**src/rtl/ibt_pkg.sv**
```systemverilog
// Shared types and constants for the interval booking table.
// No dependencies; used by every module of the block.
`default_nettype none

package ibt_pkg;

    localparam int MAX_BOOKINGS = 64;
    localparam int TIME_BITS    = 32;

    // Port widths are fixed; stored times keep only the bits that matter.
    localparam int PORT_TIME_W = 32;
    localparam int TW          = (TIME_BITS < PORT_TIME_W) ? TIME_BITS : PORT_TIME_W;
    localparam int AW          = (MAX_BOOKINGS > 1) ? $clog2(MAX_BOOKINGS) : 1;
    localparam int CW          = $clog2(MAX_BOOKINGS + 1);
    localparam int BC_W        = 7;
    localparam int ST_W        = 2;

    localparam logic [ST_W-1:0] ST_BOOKED  = 2'd0;
    localparam logic [ST_W-1:0] ST_OVERLAP = 2'd1;
    localparam logic [ST_W-1:0] ST_FULL    = 2'd2;

    typedef struct packed {
        logic [TW-1:0] t_start;
        logic [TW-1:0] t_end;
    } entry_t;

    typedef struct packed {
        logic          wr_en;
        logic [AW-1:0] wr_addr;
        logic          rd_en;
        logic [AW-1:0] rd_addr;
    } mem_req_t;

endpackage

`default_nettype wire

```
**src/rtl/ibt_mem.sv**
```systemverilog
// Interval storage: one write port, one read port with registered data.
// Depends on ibt_pkg.
`default_nettype none

module ibt_mem (
    input  wire logic              clk,
    input  wire ibt_pkg::mem_req_t req,
    input  wire ibt_pkg::entry_t   wr_data,
    output ibt_pkg::entry_t        rd_data
);

    ibt_pkg::entry_t mem [ibt_pkg::MAX_BOOKINGS];
    ibt_pkg::entry_t rd_data_reg;

    always_ff @(posedge clk)
    begin
        if (req.wr_en)
        begin
            mem[req.wr_addr] <= wr_data;
        end
        if (req.rd_en)
        begin
            rd_data_reg <= mem[req.rd_addr];
        end
    end

    assign rd_data = rd_data_reg;

endmodule

`default_nettype wire

```
**src/rtl/ibt_ovl.sv**
```systemverilog
// Shared overlap comparator: max(starts) < min(ends) on half-open intervals.
// Depends on ibt_pkg.
`default_nettype none

module ibt_ovl (
    input  wire ibt_pkg::entry_t stored,
    input  wire ibt_pkg::entry_t request,
    output logic                 hit
);

    logic [ibt_pkg::TW-1:0] hi_start;
    logic [ibt_pkg::TW-1:0] lo_end;

    always_comb
    begin
        hi_start = (stored.t_start > request.t_start) ? stored.t_start : request.t_start;
        lo_end   = (stored.t_end < request.t_end) ? stored.t_end : request.t_end;
        hit      = hi_start < lo_end;
    end

endmodule

`default_nettype wire

```
**src/rtl/interval_booking_table.sv**
```systemverilog
// Top level of the interval booking table: sequencer, count and result register.
// Depends on ibt_pkg, ibt_mem and ibt_ovl.
//
// Usage:
//   The input channel (in_valid/in_ready) carries one request word: start_time
//   and end_time of a half-open interval [start, end). The output channel
//   (out_valid/out_ready) returns one word per request: status (booked,
//   overlap, full) and booked_count, the number of stored intervals after it.
//   A request scans the stored entries one per cycle through a single memory
//   read port and one shared overlap comparator. A request passes through the
//   accept step, one read per stored entry, a drain step for the registered
//   read data and the decide step; with an empty table the sequencer goes
//   from accept straight to the decide step, skipping the reads and the drain.
//   in_ready is high only while the sequencer is idle, one request at a time.
//   A finished result sits in the output register; the next request is
//   accepted while it waits. If the receiver still stalls when the following
//   result is ready, the sequencer holds in its decide step until the output
//   register frees up.
//   Reset clears the entry count and all control state; the memory contents
//   are not cleared, since only entries below the count are ever read.
`default_nettype none

module interval_booking_table (
    input  wire logic                                clk,
    input  wire logic                                rst_n,
    input  wire logic                                in_valid,
    output logic                                     in_ready,
    input  wire logic [ibt_pkg::PORT_TIME_W-1:0]     start_time,
    input  wire logic [ibt_pkg::PORT_TIME_W-1:0]     end_time,
    output logic                                     out_valid,
    input  wire logic                                out_ready,
    output logic [ibt_pkg::ST_W-1:0]                 status,
    output logic [ibt_pkg::BC_W-1:0]                 booked_count
);

    localparam logic [1:0] S_IDLE   = 2'd0;
    localparam logic [1:0] S_SCAN   = 2'd1;
    localparam logic [1:0] S_DRAIN  = 2'd2;
    localparam logic [1:0] S_DECIDE = 2'd3;

    logic [1:0]                 state_reg, state_next;
    logic [ibt_pkg::AW-1:0]     idx_reg, idx_next;
    logic [ibt_pkg::CW-1:0]     count_reg, count_next;
    logic                       pend_reg, pend_next;
    logic                       hit_reg, hit_next;
    ibt_pkg::entry_t            req_reg, req_next;
    logic                       out_valid_reg, out_valid_next;
    logic [ibt_pkg::ST_W-1:0]   status_reg, status_next;
    logic [ibt_pkg::BC_W-1:0]   bc_reg, bc_next;

    ibt_pkg::mem_req_t          mem_req;
    ibt_pkg::entry_t            rd_data;
    logic                       ovl_hit;

    ibt_mem u_mem (
        .clk     (clk),
        .req     (mem_req),
        .wr_data (req_reg),
        .rd_data (rd_data)
    );

    ibt_ovl u_ovl (
        .stored  (rd_data),
        .request (req_reg),
        .hit     (ovl_hit)
    );

    always_comb
    begin
        state_next     = state_reg;
        idx_next       = idx_reg;
        count_next     = count_reg;
        req_next       = req_reg;
        status_next    = status_reg;
        bc_next        = bc_reg;
        out_valid_next = out_valid_reg;
        pend_next      = 1'b0;
        // Fold in the compare of the entry read last cycle.
        hit_next       = hit_reg | (pend_reg & ovl_hit);

        mem_req.wr_en   = 1'b0;
        mem_req.wr_addr = count_reg[ibt_pkg::AW-1:0];
        mem_req.rd_en   = 1'b0;
        mem_req.rd_addr = idx_reg;

        // Drop the result once the receiver takes it.
        if (out_valid_reg && out_ready)
        begin
            out_valid_next = 1'b0;
        end

        case (state_reg)
            S_IDLE:
            begin
                if (in_valid)
                begin
                    req_next.t_start = start_time[ibt_pkg::TW-1:0];
                    req_next.t_end   = end_time[ibt_pkg::TW-1:0];
                    hit_next         = 1'b0;
                    idx_next         = '0;
                    state_next       = (count_reg == '0) ? S_DECIDE : S_SCAN;
                end
            end
            S_SCAN:
            begin
                // Issue one read per cycle; the compare follows once the read data is registered.
                mem_req.rd_en = 1'b1;
                pend_next     = 1'b1;
                if (ibt_pkg::CW'(idx_reg) == count_reg - ibt_pkg::CW'(1))
                begin
                    state_next = S_DRAIN;
                end
                else
                begin
                    idx_next = idx_reg + ibt_pkg::AW'(1);
                end
            end
            S_DRAIN:
            begin
                state_next = S_DECIDE;
            end
            S_DECIDE:
            begin
                // Hold until the output register is free.
                if (!out_valid_reg || out_ready)
                begin
                    out_valid_next = 1'b1;
                    state_next     = S_IDLE;
                    if (hit_reg)
                    begin
                        status_next = ibt_pkg::ST_OVERLAP;
                        bc_next     = ibt_pkg::BC_W'(count_reg);
                    end
                    else if (count_reg >= ibt_pkg::CW'(ibt_pkg::MAX_BOOKINGS))
                    begin
                        status_next = ibt_pkg::ST_FULL;
                        bc_next     = ibt_pkg::BC_W'(count_reg);
                    end
                    else
                    begin
                        mem_req.wr_en = 1'b1;
                        count_next    = count_reg + ibt_pkg::CW'(1);
                        status_next   = ibt_pkg::ST_BOOKED;
                        bc_next       = ibt_pkg::BC_W'(count_reg + ibt_pkg::CW'(1));
                    end
                end
            end
            default:
            begin
                state_next = S_IDLE;
            end
        endcase
    end

    always_ff @(posedge clk or negedge rst_n)
    begin
        if (!rst_n)
        begin
            state_reg     <= S_IDLE;
            idx_reg       <= '0;
            count_reg     <= '0;
            pend_reg      <= 1'b0;
            hit_reg       <= 1'b0;
            out_valid_reg <= 1'b0;
        end
        else
        begin
            state_reg     <= state_next;
            idx_reg       <= idx_next;
            count_reg     <= count_next;
            pend_reg      <= pend_next;
            hit_reg       <= hit_next;
            out_valid_reg <= out_valid_next;
        end
    end

    always_ff @(posedge clk)
    begin
        req_reg    <= req_next;
        status_reg <= status_next;
        bc_reg     <= bc_next;
    end

    assign in_ready     = (state_reg == S_IDLE);
    assign out_valid    = out_valid_reg;
    assign status       = status_reg;
    assign booked_count = bc_reg;

    // A new result only appears out of the decide step.
    a_result_from_decide: assert property (@(posedge clk) disable iff (!rst_n)
        $rose(out_valid_reg) |-> $past(state_reg) == S_DECIDE)
        else $error("result raised outside decide step");

    // The count moves only together with a booked result.
    a_count_with_booked: assert property (@(posedge clk) disable iff (!rst_n)
        (count_reg != $past(count_reg)) |-> (out_valid_reg && status_reg == ibt_pkg::ST_BOOKED))
        else $error("entry count changed without a booked result");

    // The table never grows past its capacity.
    a_count_bound: assert property (@(posedge clk) disable iff (!rst_n)
        (state_reg == S_DECIDE) |-> (count_reg <= ibt_pkg::CW'(ibt_pkg::MAX_BOOKINGS)))
        else $error("entry count beyond capacity");

    // After accepting a request the block is not ready in the next cycle.
    a_busy_after_accept: assert property (@(posedge clk) disable iff (!rst_n)
        (in_valid && in_ready) |=> !in_ready)
        else $error("ready held across an accepted request");

endmodule

`default_nettype wire

```
**config.mk**
```make
export PLATFORM = sky130hd
export DESIGN_NAME = interval_booking_table
export DESIGN_NICKNAME = d
export VERILOG_FILES = /design/src/rtl/ibt_pkg.sv /design/src/rtl/ibt_mem.sv /design/src/rtl/ibt_ovl.sv /design/src/rtl/interval_booking_table.sv
export SDC_FILE = /design/constraint.sdc
export NUM_CORES = 2
export LEC_CHECK = 0
export BUFFER_PORTS_ARGS = -buffer_cell sky130_fd_sc_hd__buf_2
export CORE_MARGIN = 4
export CORE_UTILIZATION = 30
export DETAILED_ROUTE_END_ITERATION = 7
export GPL_ROUTABILITY_DRIVEN = 0
export HOLD_SLACK_MARGIN = 0.05
export PLACE_DENSITY = 0.44
export RECOVER_POWER = 25
export SYNTH_ARGS = -nofsm -noshare
export SYNTH_HDL_FRONTEND = slang
export SYNTH_SLANG_ARGS = --single-unit
```
**constraint.sdc**
```tcl
create_clock -name clk -period 8.9 [get_ports clk]
set_clock_uncertainty 0.05 [all_clocks]
set_input_delay 0 -clock clk [delete_from_list [all_inputs] [get_ports clk]]
set_output_delay 0 -clock clk [all_outputs]
set_load 0.1 [all_outputs]
```
-- Word level (Yosys, flattened, before mapping)
Memory sizes are Yosys's and may differ from the RTL's. A register that Yosys moved wholly into a read port is not among the register bits.
Index checks and enable logic that the tools add are counted.
- shift operators: 0
- eq/ne operators: 8
- magnitude comparators: 4
- mux-type cells: 25
- add/sub/neg operators: 3
- divide/modulo/power cells: 0
- $mul: 0
- bitwise gates (word level): 2
- reductions and logical operators: 10
- operators by type and width (operator ; number):
    $lt A32 B32 Y1 ; 2
    $mux W32 ; 2
    $gt A32 B32 Y1 ; 1
    $mux W7 ; 2
    $mux W1 ; 12
    $mux W6 ; 2
    $pmux W6 S2 ; 1
    $mux W2 ; 5
    $ne A2 B2 Y1 const B ; 4
    $pmux W2 S4 ; 1
    $add A7 B1 Y7 const B ; 1
    $eq A6 B7 Y1 ; 1
    $ge A7 B7 Y1 const B ; 1
    $logic_not A7 Y1 ; 1
    $sub A7 B1 Y7 const B ; 1
    $add A6 B1 Y6 const B ; 1
    $reduce_and A3 Y1 ; 2
    $eq A2 B2 Y1 const B ; 2
    $reduce_and A2 Y1 ; 2
    $eq A2 B1 Y1 const B ; 1
    $logic_not A2 Y1 ; 1
    $reduce_bool A2 Y1 ; 1
    $and A1 B1 Y1 ; 1
    $logic_and A1 B1 Y1 ; 1
    other kinds (3) ; 3
- word-level logic and storage cells: 63
- register bits: 91
- memories: 1
- output and inout port bits: 11
- ROM bits: 0
- latch bits: 0
- RAM bits: 4096
- input bits: 68
- memory list (name ; words ; bits a word ; rd ports ; clocked after memory_dff ; wr ports ; line ; text):
    u_mem.mem ; 64 ; 64 ; 1 ; 1 ; 1 ; ibt_mem.sv:12 ; ibt_pkg::entry_t mem [ibt_pkg::MAX_BOOKINGS];

-- Logic depth before layout (Yosys ltp)
- word-level depth: 7
- gate-level depth with buffers: 19
- depth with buffers taken out: 17

-- Modules after synthesis
Synthesis repeated with hierarchy kept, for this count alone.
- cells, all modules: 7206
- area, all modules: 163750.8 µm²
- by module, submodules not included (module ; sequential area each (µm²) ; area an instance (µm²) ; cells an instance ; instances):
    ibt_mem ; 124919.8 ; 156989.3 ; 6598 ; 1
    interval_booking_table ; 2642.5 ; 3572.2 ; 229 ; 1
    ibt_ovl ; 0.0 ; 3189.3 ; 379 ; 1

-- Worst setup path before layout
Ideal clock, no wire load.
- path type: register to register
- start point: reg out_valid_reg (netlist: out_valid)
- end point: mem u_mem.mem[33][0] in the netlist's numbering, enable pin
- buffers on the path: 1
- arrival time: 6.017 ns
- cell stages (with the launch flop): 6
- path slack: 2.268 ns
- data required time: 8.286 ns
- library setup time: 0.564 ns
- clock period less this slack: 6.632 ns
- path through: dfrtp_1 -> nand2b_1 -> and3_1 -> clkbuf_1 -> nand4_1 -> nor3_1
- cells in the longest elaborated chain, start to end: 6
- RTL lines (what ; line ; text):
    from (decl) ; interval_booking_table.sv:47 ; logic out_valid_reg, out_valid_next;
    from (signal assigned) ; interval_booking_table.sv:173 ; out_valid_reg <= out_valid_next;
    $logic_not A1 Y1 ; interval_booking_table.sv:125 ; if (!out_valid_reg || out_ready)
    $logic_or A1 B1 Y1 ; interval_booking_table.sv:125 ;
    $mux W1 ; interval_booking_table.sv:125 ;
    $mux W1 ; interval_booking_table.sv:92 ; case (state_reg)
    $mux W1 ; ibt_mem.sv:17 ; if (req.wr_en)
    $mux W1 (not written as such) ; ibt_mem.sv:19 ; mem[req.wr_addr] <= wr_data;
    to (decl) ; ibt_mem.sv:12 ;
No other way between the ends.

-- Final worst setup path
- start point: reg req_reg[21] in the netlist's numbering
- end point: reg hit_reg
- cells in the longest elaborated chain, start to end: 7
- RTL lines (what ; line ; text):
    from (decl) ; interval_booking_table.sv:46 ; ibt_pkg::entry_t req_reg, req_next;
    from (signal assigned) ; interval_booking_table.sv:179 ; req_reg <= req_next;
    $lt A32 B32 Y1 ; ibt_ovl.sv:17 ; lo_end = (stored.t_end < request.t_end) ? stored.t_end : request.t_end;
    $mux W32 * ; ibt_ovl.sv:17 ;
    $lt A32 B32 Y1 * ; ibt_ovl.sv:18 ; hit = hi_start < lo_end;
    $and A1 B1 Y1 * ; interval_booking_table.sv:79 ; hit_next = hit_reg | (pend_reg & ovl_hit);
    $or A1 B1 Y1 * ; interval_booking_table.sv:79 ;
    $mux W1 ; interval_booking_table.sv:95 ; if (in_valid)
    $mux W1 * ; interval_booking_table.sv:92 ;
    named net hit_next ; interval_booking_table.sv:45 ; logic hit_reg, hit_next;
    to (signal assigned) ; interval_booking_table.sv:172 ; hit_reg <= hit_next;
    to (decl) ; interval_booking_table.sv:45 ;
The timed path passes the listed nets; every way through them passes the cells marked *.
A chain may end at the register's enable or synchronous reset.

==> reports/metrics.csv <==
stage,metric,value,unit
run_status,status,"complete, but fails checks",
run_status,violations,"max-capacitance violations, max-slew violations",
floorplanning,core_area,0.542,mm²
setup_path,cpMostUsedCell,a21oi_1,
setup_path,worstSetupStartpoint,req_reg[21]$_DFFE_PP_,
setup_path,crit_end,hit_reg$_DFF_PN0_,
detailed_routing,drc,0,
layout,largest_reg_flops,4096,
clocking,cts.sinks,4251,
floorplanning,die_h,746,µm
setup_path,cp.arrival,7.63,ns
global_route,grt-ovfl-total,0,
detailed_routing,firstDrtPassIters,6,
floorplanning,die_w,746,µm
setup_path,worst-path-stages,18,
timing,period_minus_slack,6.74,ns
timing,rsz0062_at_grt,no,
detailed_routing,met1_length,230000,µm
timing,holdWs,0.207,ns
setup_path,cp.required,9.79,ns
timing,timing.final.hold_violations,0,
detailed_routing,highest_layer,met5,
synthesis,syn-cell-area,0.163,mm²
global_route,groute.usage.overall,19.0,%
floorplanning,initial_core_util,30.1,%
layout,fin_area,0.190,mm²
power,vdd_drop_max,0.000216,V
setup_path,worstPathMaxFanout,65,
timing,finalSetupViolCount,0,
timing,slew_headroom,-88.3,%
timing,timing.setup.tns,0,ns
power,power_density,287,mW/mm²
clocking,cts_buffers,441,
setup_path,critical_path_class,flop to flop,
synthesis,netlist_instances,6521,
setup_path,start_kind,flop,
power,p_seq_share,43.6,%
flow_run,drv_cap,20,
power,p_leak,56.5,nW
layout,final_common_cell,edfxtp_1,
setup_path,slowest_delay,1.73,ns
timing,fin_ws,2.16,ns
layout,layout-drive-gt1-share,31.4,%
layout,final_cell_mix,"edfxtp_1, mux4_2, clkbuf_16",
placement,place_area,0.174,mm²
clocking,htree_levels,5,
layout,layout.nets,7274,
clocking,post_cts_buffers,0,
layout,syn2layout_area_growth,16.1,%
clocking,insertion_delay,1.02,ns
setup_path,crit_family,buffers and inverters,
detailed_routing,vias_per_cell,5.30,
clocking,clk_pin_slew,0.06,ns
global_route,grt_pass1_vias,78500,
synthesis,postSynthNetCount,6690,
clocking,cts_resized,0,
layout,fin_util,35.0,%
synthesis,yosys_warnings,0,
clocking,cts_tree,yes,
setup_path,cp-end-kind,flop,
synthesis,syn_avg_cell_area,25.0,µm²
detailed_routing,routed_wl,540000,µm
power,power.internal,39.0,mW
power,switchingPower,15.4,mW
setup_path,critPathBufInv,3,
detailed_routing,dr_wl_met3,36700,µm
placement,post-dp-hpwl,271000,µm
detailed_routing,met2WireLength,260000,µm
setup_path,r2r_cells,18,
floorplanning,rows,270,
synthesis,ys_seq_elements,4251,
detailed_routing,vias,77900,
synthesis,async_flop_share,0.423,%
power,switching_share,28.3,%
detailed_routing,first_iter_violations,10600,
setup_path,cp_cell_sequence,clkbuf_1 -> inv_1 -> ha_1 -> nand4_1 -> nor4_1 -> nand4_1 -> o2111ai_1 -> nand2b_2 -> buf_4 -> a21oi_1 -> ha_1 -> a21o_1 -> a221o_1 -> a21oi_1 -> o21ai_0 -> a21oi_1 -> o211ai_1 -> a31oi_1,
synthesis,synth_flop_cell,edfxtp_1,
timing,period_share,75.7,%
global_route,grt_max_degree,116,
detailed_routing,wl_per_cell,36.8,µm
synthesis,synth_cell_types,55,
global_route,antenna_found_initial,74,
placement,place_ws,3.37,ns
power,power.share.combinational,23.3,%
detailed_routing,ant_nets,0,
power,clkPwrFrac,33.1,%
clocking,clk_path_buf_depth,4,
clocking,clock-root-buffer,clkbuf_16,
timing,max_freq,148,MHz
synthesis,ys_seq_area_share,78.2,%
placement,port-buffer-count,78,
clocking,ctsHoldBuffers,137,
timing,slew_violations,1271,
global_route,grt_pass1_wl,722000,µm
setup_path,cp_slowest_cell,clkbuf_1,
worst_hold_path,holdCritPathClass,input pin to flop,
setup_path,r2r_slack,2.16,ns
setup_path,r2r_end,hit_reg$_DFF_PN0_,
timing,tightest_slew,2.83,ns
synthesis,synth_edf_count,4233,
floorplanning,io_pins,79,
setup_path,reg2reg_from,req_reg[21]$_DFFE_PP_,
floorplanning,dieArea,0.556,mm²
-- cell usage after synthesis, types with 4 or more instances --
| cell type | instances | area share [%] |
|---|---|---|
| o31ai_1 | 4 | 0.018 |
| edfxtp_1 | 4233 | 78 |
| clkbuf_1 | 182 | 0.42 |
| mux4_2 | 1344 | 19 |
| dfrtp_1 | 18 | 0.28 |
| nor3_1 | 11 | 0.034 |
| a221o_1 | 5 | 0.031 |
| nor2_1 | 110 | 0.25 |
| buf_2 | 105 | 0.32 |
| a21oi_1 | 67 | 0.21 |
| nand4_1 | 19 | 0.073 |
| ha_1 | 101 | 0.77 |
| nor2b_1 | 8 | 0.031 |
| buf_1 | 36 | 0.083 |
| a21o_1 | 9 | 0.041 |
| xnor2_1 | 8 | 0.043 |
| xor2_1 | 8 | 0.043 |
| and4_1 | 4 | 0.021 |
| inv_1 | 78 | 0.18 |
| or3_1 | 5 | 0.019 |
| mux2_2 | 31 | 0.21 |
| o21ai_0 | 24 | 0.074 |
| nand3_1 | 16 | 0.049 |
| nand2_1 | 39 | 0.090 |
| and3_1 | 4 | 0.015 |
| nand2b_1 | 5 | 0.019 |
-- layout make-up --
type	instances	area [µm²]
multi-input cells	1868	34500
repair buffers	465	4230
flip-flops and latches	4251	128000
well taps	7208	9020
clock buffers	527	11500
clock inverters	281	2390
inverters	78	298
fillers	49600	352000
diodes	12	30.0
-- worst min-delay path by stage --
stage                           start                  endpoint  slack (ns)  depth (start not counted)
after floorplan                 rst_n  count_reg[0]$_DFFE_PN0P_       -0.35                          0
after global routing      end_time[6]      req_reg[6]$_DFFE_PP_        0.17                          3
after CTS                       rst_n         hit_reg$_DFF_PN0_        0.07                          4
after global placement          rst_n       out_valid$_DFF_PN0_        0.02                          1
final                     end_time[6]      req_reg[6]$_DFFE_PP_        0.21                          3
after detailed placement        rst_n  state_reg[0]$_DFFE_PN0P_        0.03                          1
-- stage by stage --
stage          cells  power [mW]
2_1_floorplan   6521        32.5
3_3_place_gp   13700        36.9
3_5_place_dp   13700        36.9
4_1_cts        14700        55.0
5_1_grt        14700        56.4
6_report       14700        54.3
-- tightest hold or removal path, stage by stage --
cell           delay [ns]
dlygate4sd3_1        0.52
buf_2                0.09
dlygate4sd3_1        0.52
-- metal layers --
layer,vias up,global-route usage (%)
met5,-,0
met4,8,4.18
met3,689,3.04
met2,3119,31.1
met1,44400,26.7
li1,29700,-
-- power groups by stage --
| stage | Sequential (mW) | Clock, mW | Combinational [mW] |
|---|---|---|---|
| finish | 23.7 | 18.0 | 12.6 |
| global route | 23.7 | 19.2 | 13.5 |
| CTS | 23.7 | 18.4 | 12.9 |
| detailed placement | 24.1 | 0 | 12.8 |
| global placement | 24.1 | 0 | 12.8 |
| floorplan | 24.4 | 0 | 8.08 |
-- kinds of logic after synthesis --
family,after synthesis,share of synthesized area (%)
xor+xnor,16,0.0859
buf+inv,402,1.01
compound gates,140,0.529
simple gates,236,0.669
fa+ha+maj,101,0.774
flops,4251,78.2
mux,1375,18.8
Note: power is estimated with default switching activity, not from simulation.
